<file path="src/rtl/kbtq_pkg.sv">
`default_nettype none

package kbtq_pkg;

  localparam int QueueDepth = 80;
  localparam int CountW     = $clog2(QueueDepth + 1);
  localparam int KeyW       = 16;
  localparam int OutCountW  = 7;

  typedef enum logic [1:0] {
    ReqAdd   = 2'd0,
    ReqPeek  = 2'd1,
    ReqPop   = 2'd2,
    ReqClear = 2'd3
  } req_e;

  // Modifier bit positions.
  localparam int ShiftBit = 0;
  localparam int CtrlBit  = 1;

  localparam logic [KeyW-1:0] ModMask     = 16'hFE00;
  localparam logic [KeyW-1:0] KeyShiftOn  = 16'hFF10;
  localparam logic [KeyW-1:0] KeyShiftOff = 16'hFE10;
  localparam logic [KeyW-1:0] KeyCtrlOn   = 16'hFF11;
  localparam logic [KeyW-1:0] KeyCtrlOff  = 16'hFE11;
  localparam logic [KeyW-1:0] KeyEscape   = 16'd27;

  typedef struct packed {
    logic clear;
    logic pop;
    logic push;
  } cell_ctrl_t;

endpackage

`default_nettype wire

</file>
<file path="src/rtl/kbtq_cell.sv">
`default_nettype none

module kbtq_cell (
  input  wire logic                        clk_i,
  input  wire logic                        rst_ni,
  input  wire kbtq_pkg::cell_ctrl_t        ctrl_i,
  input  wire logic                        prev_valid_i,
  input  wire logic                        next_valid_i,
  input  wire logic [kbtq_pkg::KeyW-1:0]   next_data_i,
  input  wire logic [kbtq_pkg::KeyW-1:0]   push_data_i,
  output logic                             valid_o,
  output logic [kbtq_pkg::KeyW-1:0]        data_o
);

  logic                      valid_q, valid_d;
  logic [kbtq_pkg::KeyW-1:0] data_q, data_d;

  // A pop shifts every entry one cell toward the head. A push lands in the
  // first empty cell, which is the one whose lower neighbor is occupied.
  always_comb begin
    valid_d = valid_q;
    data_d  = data_q;
    priority if (ctrl_i.clear) begin
      valid_d = 1'b0;
    end else if (ctrl_i.pop) begin
      valid_d = next_valid_i;
      data_d  = next_data_i;
    end else if (ctrl_i.push && !valid_q && prev_valid_i) begin
      valid_d = 1'b1;
      data_d  = push_data_i;
    end
  end

  always_ff @(posedge clk_i or negedge rst_ni) begin
    if (!rst_ni) begin
      valid_q <= 1'b0;
    end else begin
      valid_q <= valid_d;
    end
  end

  always_ff @(posedge clk_i) begin
    data_q <= data_d;
  end

  assign valid_o = valid_q;
  assign data_o  = data_q;

endmodule

`default_nettype wire

</file>
<file path="src/rtl/kbtq_remap.sv">
`default_nettype none

module kbtq_remap (
  input  wire logic [kbtq_pkg::KeyW-1:0] key_i,
  input  wire logic [1:0]                mod_i,
  output logic [kbtq_pkg::KeyW-1:0]      key_o
);

  localparam logic [7:0] AsciiTab   = 8'd9;
  localparam logic [7:0] ScanBackTab = 8'd15;
  localparam logic [7:0] ScanF1     = 8'd59;
  localparam logic [7:0] ScanF10    = 8'd68;
  localparam logic [7:0] ShiftFnOfs = 8'd25;
  localparam logic [7:0] CtrlFnOfs  = 8'd35;
  localparam logic [7:0] ScanHome   = 8'd71;
  localparam logic [7:0] ScanPgUp   = 8'd73;
  localparam logic [7:0] ScanLeft   = 8'd75;
  localparam logic [7:0] ScanRight  = 8'd77;
  localparam logic [7:0] ScanEnd    = 8'd79;
  localparam logic [7:0] ScanPgDn   = 8'd81;
  localparam logic [7:0] CtrlHome   = 8'd119;
  localparam logic [7:0] CtrlPgUp   = 8'd132;
  localparam logic [7:0] CtrlLeft   = 8'd115;
  localparam logic [7:0] CtrlRight  = 8'd116;
  localparam logic [7:0] CtrlEnd    = 8'd117;
  localparam logic [7:0] CtrlPgDn   = 8'd118;

  logic [7:0] scan;
  logic [7:0] ascii;
  logic       is_fn;

  assign scan  = key_i[15:8];
  assign ascii = key_i[7:0];
  assign is_fn = (ascii == 8'd0) && (scan >= ScanF1) && (scan <= ScanF10);

  always_comb begin
    key_o = key_i;
    if (mod_i[kbtq_pkg::ShiftBit]) begin
      // Tab turns into back-tab, which is not a function key, so the two
      // shift rules never both apply.
      if (ascii == AsciiTab) begin
        key_o = {ScanBackTab, 8'd0};
      end else if (is_fn) begin
        key_o = {8'(scan + ShiftFnOfs), 8'd0};
      end
    end else if (mod_i[kbtq_pkg::CtrlBit] && ascii == 8'd0) begin
      if (is_fn) begin
        key_o = {8'(scan + CtrlFnOfs), 8'd0};
      end else if (scan == ScanHome) begin
        key_o = {CtrlHome, 8'd0};
      end else if (scan == ScanPgUp) begin
        key_o = {CtrlPgUp, 8'd0};
      end else if (scan == ScanLeft) begin
        key_o = {CtrlLeft, 8'd0};
      end else if (scan == ScanRight) begin
        key_o = {CtrlRight, 8'd0};
      end else if (scan == ScanEnd) begin
        key_o = {CtrlEnd, 8'd0};
      end else if (scan == ScanPgDn) begin
        key_o = {CtrlPgDn, 8'd0};
      end
    end
  end

endmodule

`default_nettype wire

</file>
<file path="src/rtl/keyboard_typeahead_queue.sv">
// Keyboard typeahead queue with shift and ctrl tracking.
// Requests arrive on the s_axis channel: tuser carries the request kind
// (add, peek, pop, clear) and tdata the 16-bit key code. Every request
// produces exactly one result on m_axis: tdata[15:0] is the key value and
// tdata[22:16] the number of keys held after the request.
// The queue is a row of cells; a pop shifts all entries one cell toward the
// head and a push fills the first empty cell, so the oldest key always sits
// in cell zero. Each request is resolved in the cycle it is accepted and its
// result is registered; one request per cycle is sustained while the result
// side keeps tready high.
// When m_axis stalls, the result register holds and s_axis_tready drops until
// the pending result is taken; a new request is accepted in the same cycle
// the old result leaves.
// The text_active register is written over the cfg channel, which is always
// ready. Reset empties the queue, clears both modifiers and text_active; no
// clearing pass is needed after reset.
`default_nettype none

module keyboard_typeahead_queue (
  input  wire logic        clk_i,
  input  wire logic        rst_ni,
  input  wire logic        s_axis_tvalid,
  output logic             s_axis_tready,
  input  wire logic [15:0] s_axis_tdata,   // [15:0] key_code
  input  wire logic [1:0]  s_axis_tuser,   // [1:0] req_type
  output logic             m_axis_tvalid,
  input  wire logic        m_axis_tready,
  output logic [23:0]      m_axis_tdata,   // [15:0] key_value, [22:16] queue_count
  input  wire logic        cfg_valid_i,
  output logic             cfg_ready_o,
  input  wire logic        cfg_data_i
);

  localparam int Depth = kbtq_pkg::QueueDepth;
  localparam int CW    = kbtq_pkg::CountW;
  localparam int KW    = kbtq_pkg::KeyW;

  logic                 active_q;
  logic [CW-1:0]        count_q, count_d;
  logic [1:0]           mod_q, mod_d;
  logic                 out_valid_q, out_valid_d;
  logic [23:0]          out_data_q, out_data_d;

  kbtq_pkg::cell_ctrl_t ctrl;
  kbtq_pkg::req_e       req;
  logic                 accept;
  logic                 full;
  logic [KW-1:0]        key_in;
  logic [KW-1:0]        key_mapped;
  logic [KW-1:0]        result;

  logic [Depth-1:0]     cell_valid;
  logic [KW-1:0]        cell_data [Depth];

  assign req           = kbtq_pkg::req_e'(s_axis_tuser);
  assign key_in        = s_axis_tdata;
  assign s_axis_tready = !out_valid_q || m_axis_tready;
  assign accept        = s_axis_tvalid && s_axis_tready;
  assign full          = (count_q == CW'(Depth));
  assign cfg_ready_o   = 1'b1;

  kbtq_remap u_remap (
    .key_i (key_in),
    .mod_i (mod_q),
    .key_o (key_mapped)
  );

  for (genvar i = 0; i < Depth; i++) begin : g_cell
    logic          prev_valid;
    logic          next_valid;
    logic [KW-1:0] next_data;

    if (i == 0) begin : g_head
      assign prev_valid = 1'b1;
    end else begin : g_body
      assign prev_valid = cell_valid[i-1];
    end

    if (i == Depth - 1) begin : g_tail
      assign next_valid = 1'b0;
      assign next_data  = '0;
    end else begin : g_link
      assign next_valid = cell_valid[i+1];
      assign next_data  = cell_data[i+1];
    end

    kbtq_cell u_cell (
      .clk_i        (clk_i),
      .rst_ni       (rst_ni),
      .ctrl_i       (ctrl),
      .prev_valid_i (prev_valid),
      .next_valid_i (next_valid),
      .next_data_i  (next_data),
      .push_data_i  (key_mapped),
      .valid_o      (cell_valid[i]),
      .data_o       (cell_data[i])
    );
  end

  always_comb begin
    ctrl    = '0;
    count_d = count_q;
    mod_d   = mod_q;
    result  = '0;
    if (accept) begin
      unique case (req)
        kbtq_pkg::ReqAdd: begin
          if (active_q && !full) begin
            if ((key_in & kbtq_pkg::ModMask) == kbtq_pkg::ModMask) begin
              // Modifier events only touch the modifier bits; unknown ones vanish.
              if (key_in == kbtq_pkg::KeyShiftOn) begin
                mod_d[kbtq_pkg::ShiftBit] = 1'b1;
              end else if (key_in == kbtq_pkg::KeyShiftOff) begin
                mod_d[kbtq_pkg::ShiftBit] = 1'b0;
              end else if (key_in == kbtq_pkg::KeyCtrlOn) begin
                mod_d[kbtq_pkg::CtrlBit] = 1'b1;
              end else if (key_in == kbtq_pkg::KeyCtrlOff) begin
                mod_d[kbtq_pkg::CtrlBit] = 1'b0;
              end
            end else begin
              ctrl.push = 1'b1;
              count_d   = count_q + CW'(1);
            end
          end
        end
        kbtq_pkg::ReqPeek, kbtq_pkg::ReqPop: begin
          if (!active_q) begin
            result = kbtq_pkg::KeyEscape;
          end else if (count_q != '0) begin
            result = cell_data[0];
            if (req == kbtq_pkg::ReqPop) begin
              ctrl.pop = 1'b1;
              count_d  = count_q - CW'(1);
            end
          end
        end
        kbtq_pkg::ReqClear: begin
          ctrl.clear = 1'b1;
          count_d    = '0;
          mod_d      = '0;
        end
        default: begin
          ctrl = '0;
        end
      endcase
    end
  end

  always_comb begin
    out_valid_d = out_valid_q;
    out_data_d  = out_data_q;
    if (accept) begin
      out_valid_d = 1'b1;
      out_data_d  = {1'b0, kbtq_pkg::OutCountW'(count_d), result};
    end else if (m_axis_tready) begin
      out_valid_d = 1'b0;
    end
  end

  always_ff @(posedge clk_i or negedge rst_ni) begin
    if (!rst_ni) begin
      active_q    <= 1'b0;
      count_q     <= '0;
      mod_q       <= '0;
      out_valid_q <= 1'b0;
    end else begin
      if (cfg_valid_i && cfg_ready_o) begin
        active_q <= cfg_data_i;
      end
      count_q     <= count_d;
      mod_q       <= mod_d;
      out_valid_q <= out_valid_d;
    end
  end

  always_ff @(posedge clk_i) begin
    out_data_q <= out_data_d;
  end

  assign m_axis_tvalid = out_valid_q;
  assign m_axis_tdata  = out_data_q;

endmodule

`default_nettype wire

</file>
<file path="config.mk">
export PLATFORM = sky130hd
export DESIGN_NAME = keyboard_typeahead_queue
export DESIGN_NICKNAME = d
export VERILOG_FILES = /design/src/rtl/kbtq_pkg.sv /design/src/rtl/kbtq_cell.sv /design/src/rtl/kbtq_remap.sv /design/src/rtl/keyboard_typeahead_queue.sv
export SDC_FILE = /design/constraint.sdc
export NUM_CORES = 2
export LEC_CHECK = 0
export ABC_CLOCK_PERIOD_IN_PS = 3430
export BUFFER_PORTS_ARGS = -buffer_cell sky130_fd_sc_hd__buf_2
export CAP_MARGIN = 20
export CORE_UTILIZATION = 30
export CTS_BUF_LIST = sky130_fd_sc_hd__clkbuf_8
export DETAILED_ROUTE_END_ITERATION = 7
export MAX_ROUTING_LAYER = met4
export PLACE_DENSITY = 0.48
export SYNTH_ARGS = -nofsm -noshare
export SYNTH_HDL_FRONTEND = slang
export SYNTH_SLANG_ARGS = --single-unit
</file>
<file path="constraint.sdc">
create_clock -name clk_i -period 3.43 [get_ports clk_i]
set_input_delay 0.343 -clock clk_i [delete_from_list [all_inputs] [get_ports clk_i]]
set_output_delay 0.343 -clock clk_i [all_outputs]
set_load 0.02 [all_outputs]
</file>
==> results.md <==
Run status:
- The flow ran to the end, and the final reports show no timing, DRC or antenna violations.

Synthesis:
- The number of flops mapped to enable cells by yosys is 1303.
- The cell type with the highest aggregate area in the netlist is sky130_fd_sc_hd__edfxtp_1.
- The top cell type by area accounts for 69.4% of the synthesized area.
- For this run, the register share of the synthesized area comes to 73.5%.
- Ranked by instance count, the synthesized netlist is headed by sky130_fd_sc_hd__edfxtp_1 (1303), sky130_fd_sc_hd__a21o_1 (871), sky130_fd_sc_hd__nand2_1 (424).
- The synthesized net count is 3962.
- The dominant synthesized flop cell is sky130_fd_sc_hd__edfxtp_1.
- The gate count of the mapped netlist is 3926.
- By area the synthesized netlist is led by sky130_fd_sc_hd__edfxtp_1 (69%), sky130_fd_sc_hd__a21o_1 (12%), sky130_fd_sc_hd__dfrtp_1 (4.0%).
- During synthesis, Yosys emitted a total of 0 warnings.
- The number of library cell types mapped by synthesis is 67.
- The most common cell in the synthesized netlist is sky130_fd_sc_hd__edfxtp_1.
- Counting flops and latches in the post-synthesis netlist gives 1394.
- The area of the mapped netlist is 56300 um2.
- The fraction of synthesis flops using an asynchronous set or reset pin is 6.53%.
- The average cell area after synthesis is 14.4 um2.

Worst hold path:
- The worst hold path was traced through 4 stages.
- The class of the tightest hold or removal check is in -> reg.

Global route:
- The first global-routing pass estimated 191000 um of wire.
- Across every metal layer, demand over resource in global routing totals 12.8%.
- The overall overflow remaining after global route is 0.
- The number of global-route vias before repair is 33049.
- The largest net degree at the start of global routing is 207.
- The initial antenna violation count is 3.

Job:
- The tool flagged a number of max-cap violations equal to 0.

Setup path:
- The source of the worst register-to-register timing path is count_q[0]$_DFF_PN0_.
- The required time of the worst setup path is 4170 ps.
- The cell family with the largest share of critical-path delay is compound AO/OA/AOI/OAI gates.
- The critical path crosses 10 cells after its start point.
- The startpoint class of the critical path is a flip-flop.
- The origin of the worst setup path is count_q[0]$_DFF_PN0_.
- The start-to-end type of the worst setup path is reg -> reg.
- The arrival time at the worst endpoint is 3880 ps.
- Of all nets on the critical path, the largest fanout is 80.
- The slowest stage cell on the critical path is sky130_fd_sc_hd__or4b_1.
- In this run the register-to-register setup slack is 290 ps.
- The signal on the critical path passes through inv_1, ha_1, or4b_1, o31ai_1, buf_4, o21ai_0, a221oi_1, a21boi_4, buf_12, nand2_1.
- In this run the worst setup path terminates at g_cell[51].u_cell.data_o[13]$_DFFE_PP_.
- The cell depth of the worst flop-to-flop path is 10.
- The buffering stage count on the worst path with inverters included is 3.
- The endpoint of the worst register-to-register path is g_cell[51].u_cell.data_o[13]$_DFFE_PP_.
- In this design, the stage delay of the slowest critical-path cell is 510 ps.
- The type of element capturing the critical path is a flip-flop.

Finish:
- The number of nets in the layout is 4061.
- The layout has 18139 filler cells.
- The area growth from synthesis to layout is 15.2%.
- The core occupancy in the finished layout is 34.9%.
- The final design area excluding fillers is 64900 um2.
- Of the cells placed in the final design, the portion with a size suffix greater than 1 is 12.3%.

Die:
- The horizontal die dimension is 435 um.
- The placement row count is 158.
- The initial utilization of the core area, before any placement, comes to 30.3%.
- The die height is 435 um.
- The area of the die is 190000 um2.
- The total area inside the core boundary comes to 186000 um2.
- 51 I/O pins were placed.

Clock network:
- The TritonCTS buffer count is 230.
- The clock root buffer master is sky130_fd_sc_hd__clkbuf_8.
- The clock drives 1394 sinks.
- The clock edge transition at the registers on the reported setup and hold paths is 60 ps.
- The clock insertion delay at the later pin of the skew report is 940 ps.
- The number of H-tree levels is 4.
- TritonCTS built the clock tree.
- The number of setup buffers added after CTS is 0.
- Counting along the longest clock path gives a buffer depth of 3.

Drt:
- In the routed layout, each cell is associated on average with a via count of 4.79.
- The number of DRC violations after detailed routing is 0.
- The first-pass iteration count of the detailed router is 5.
- The iteration-0 DRC count of the detailed router is 2355.
- In this run the remaining antenna-violating nets after routing total 0.
- The total via count after detailed routing is 32007.
- The final wirelength is 117000 um.
- After detailed routing, the average wire length per cell comes to 17.5 um.

Timing:
- The clock period could shrink to 3140 ps.
- The worst clock skew is 77.5 ps.
- Of the available clock period, the critical path in the final layout requires 91.6%.
- Setup repair after global routing left no endpoint under its margin.
- In the final timing run, aggregate negative setup slack is 0 ps.
- The total of endpoints with negative setup slack in the final report is 0.
- The number of failing hold endpoints at the final stage is 0.
- The slack of the critical path is 289 ps.
- The transition time at the pin with the least slew margin is 1170 ps.
- The max-slew violation count is 0.
- The worst pin sits at a relative slew slack of 21.8%.
- Derived from the worst setup path, the maximum achievable clock frequency is 318 MHz.

Pwr:
- VDD sags by at most 0.371 mV.
- The power density normalized to cell area is 588 nW/um2.
- Power comes to 0.0381 W.
- The cell leakage power is 25.6 nW.

Placed design:
- Once placement finished, the instance area stood at 60600 um2.
- The number of buffers inserted by port buffering is 48.
- The HPWL after detailed placement is 65800 um.
- The worst slack at placement is 272 ps.
- The placer congestion estimate is 0.792.
==> metrics by stage <==
stage | std cells | hold WS (ps)
2_1_floorplan | 3926 | 47.4
3_3_place_gp | 6257 | 419
3_5_place_dp | 6257 | 429
4_1_cts | 6686 | 5.67
5_1_grt | 6688 | 53.0
6_report | 6689 | 146
==> tightest hold or removal path, stage by stage <==
cell and delay, ps:
sky130_fd_sc_hd__buf_2 150, sky130_fd_sc_hd__o21ai_0 220, sky130_fd_sc_hd__o21a_1 170, sky130_fd_sc_hd__nor2_1 70
==> layer usage <==
layer	track usage (%)	vias up	share of wire [%]	wire, um
met5	-	-	0	0
li1	-	14836	-	-
met4	3.74	0	1.9	2220
met3	2.48	197	4.3	5060
met1	17.3	16414	48	56400
met2	19.4	560	46	53700
==> flip-flops by register name (all words and copies together), names as in the netlist <==
name                   count
m_axis_tdata              23
mod_q                      2
g_cell.u_cell.data_o    1280
m_axis_tvalid              1
active_q                   1
count_q                    7
g_cell.u_cell.valid_o     80
==> final cells by class <==
class                   count  area, um2  share of cell area [%]
clock buffers             231       3180                    4.90
clock inverters           183        906                    1.40
multi-input cells        2152      13500                    20.8
flip-flops and latches   1394      41400                    63.8
well taps                2480       3100                    4.78
diodes                      2       5.00                 0.00771
inverters                  22       82.6                   0.127
repair buffers            225       2710                    4.18
==> timing repair <==
action                                 4_1_cts  5_1_grt
gates resized for setup                      0        1
hold buffers                                15        0
endpoints found under the hold margin       83        0
setup endpoints to repair                    0        8
==> logic make-up after synthesis <==
family | count (synthesis) | share of synthesized area, %
xor+xnor | 3 | 0.0466
buf+inv | 380 | 2.80
mux | 5 | 0.0955
fa+ha+maj | 12 | 0.266
compound gates | 1516 | 18.4
simple gates | 614 | 4.88
other cells | 2 | 0.0133
flops | 1394 | 73.5
==> cell usage in the layout (no fill, tap or decap), drive strengths merged, types with 2 or more instances in the layout <==
cell type,n
a211oi,8
a21o,871
a21oi,260
a221oi,5
a31oi,5
and2,5
and3,17
buf,211
clkbuf,231
clkinv,78
clkinvlp,2
conb,2
dfrtp,91
diode,2
dlygate4sd3,14
edfxtp,1303
ha,12
inv,125
mux2,3
mux2i,2
nand2,424
nand2b,88
nand3,7
nand3b,2
nand4,5
nand4b,2
nor2,23
nor3,17
nor3b,5
nor4,5
o211a,2
o211ai,6
o21a,162
o21ai,173
o221ai,3
o31ai,5
or3,4
or3b,3
or4,3
xnor2,3
==> where the power goes <==
| part | internal, W | switching, W |
|---|---|---|
| logic | 0.00188 | 0.00251 |
| clock network | 0.00633 | 0.00678 |
| registers | 0.0200 | 0.000610 |
| total | 0.0282 | 0.00990 |
==> worst min path at each step <==
stage | to | slack, ps | startpoint
final | g_cell[79].u_cell.data_o[14]$_SDFFCE_PP0P_ | 150 | s_axis_tdata[14]
after global routing | g_cell[79].u_cell.data_o[14]$_SDFFCE_PP0P_ | 50 | s_axis_tdata[14]
after CTS | g_cell[79].u_cell.data_o[14]$_SDFFCE_PP0P_ | 6 | s_axis_tdata[14]
after detailed placement | m_axis_tvalid$_DFFE_PN0P_ | 430 | rst_ni
after global placement | m_axis_tvalid$_DFFE_PN0P_ | 420 | rst_ni
after floorplan | active_q$_DFFE_PN0P_ | 50 | rst_ni
No activity file was read; power rests on OpenSTA's default activity.
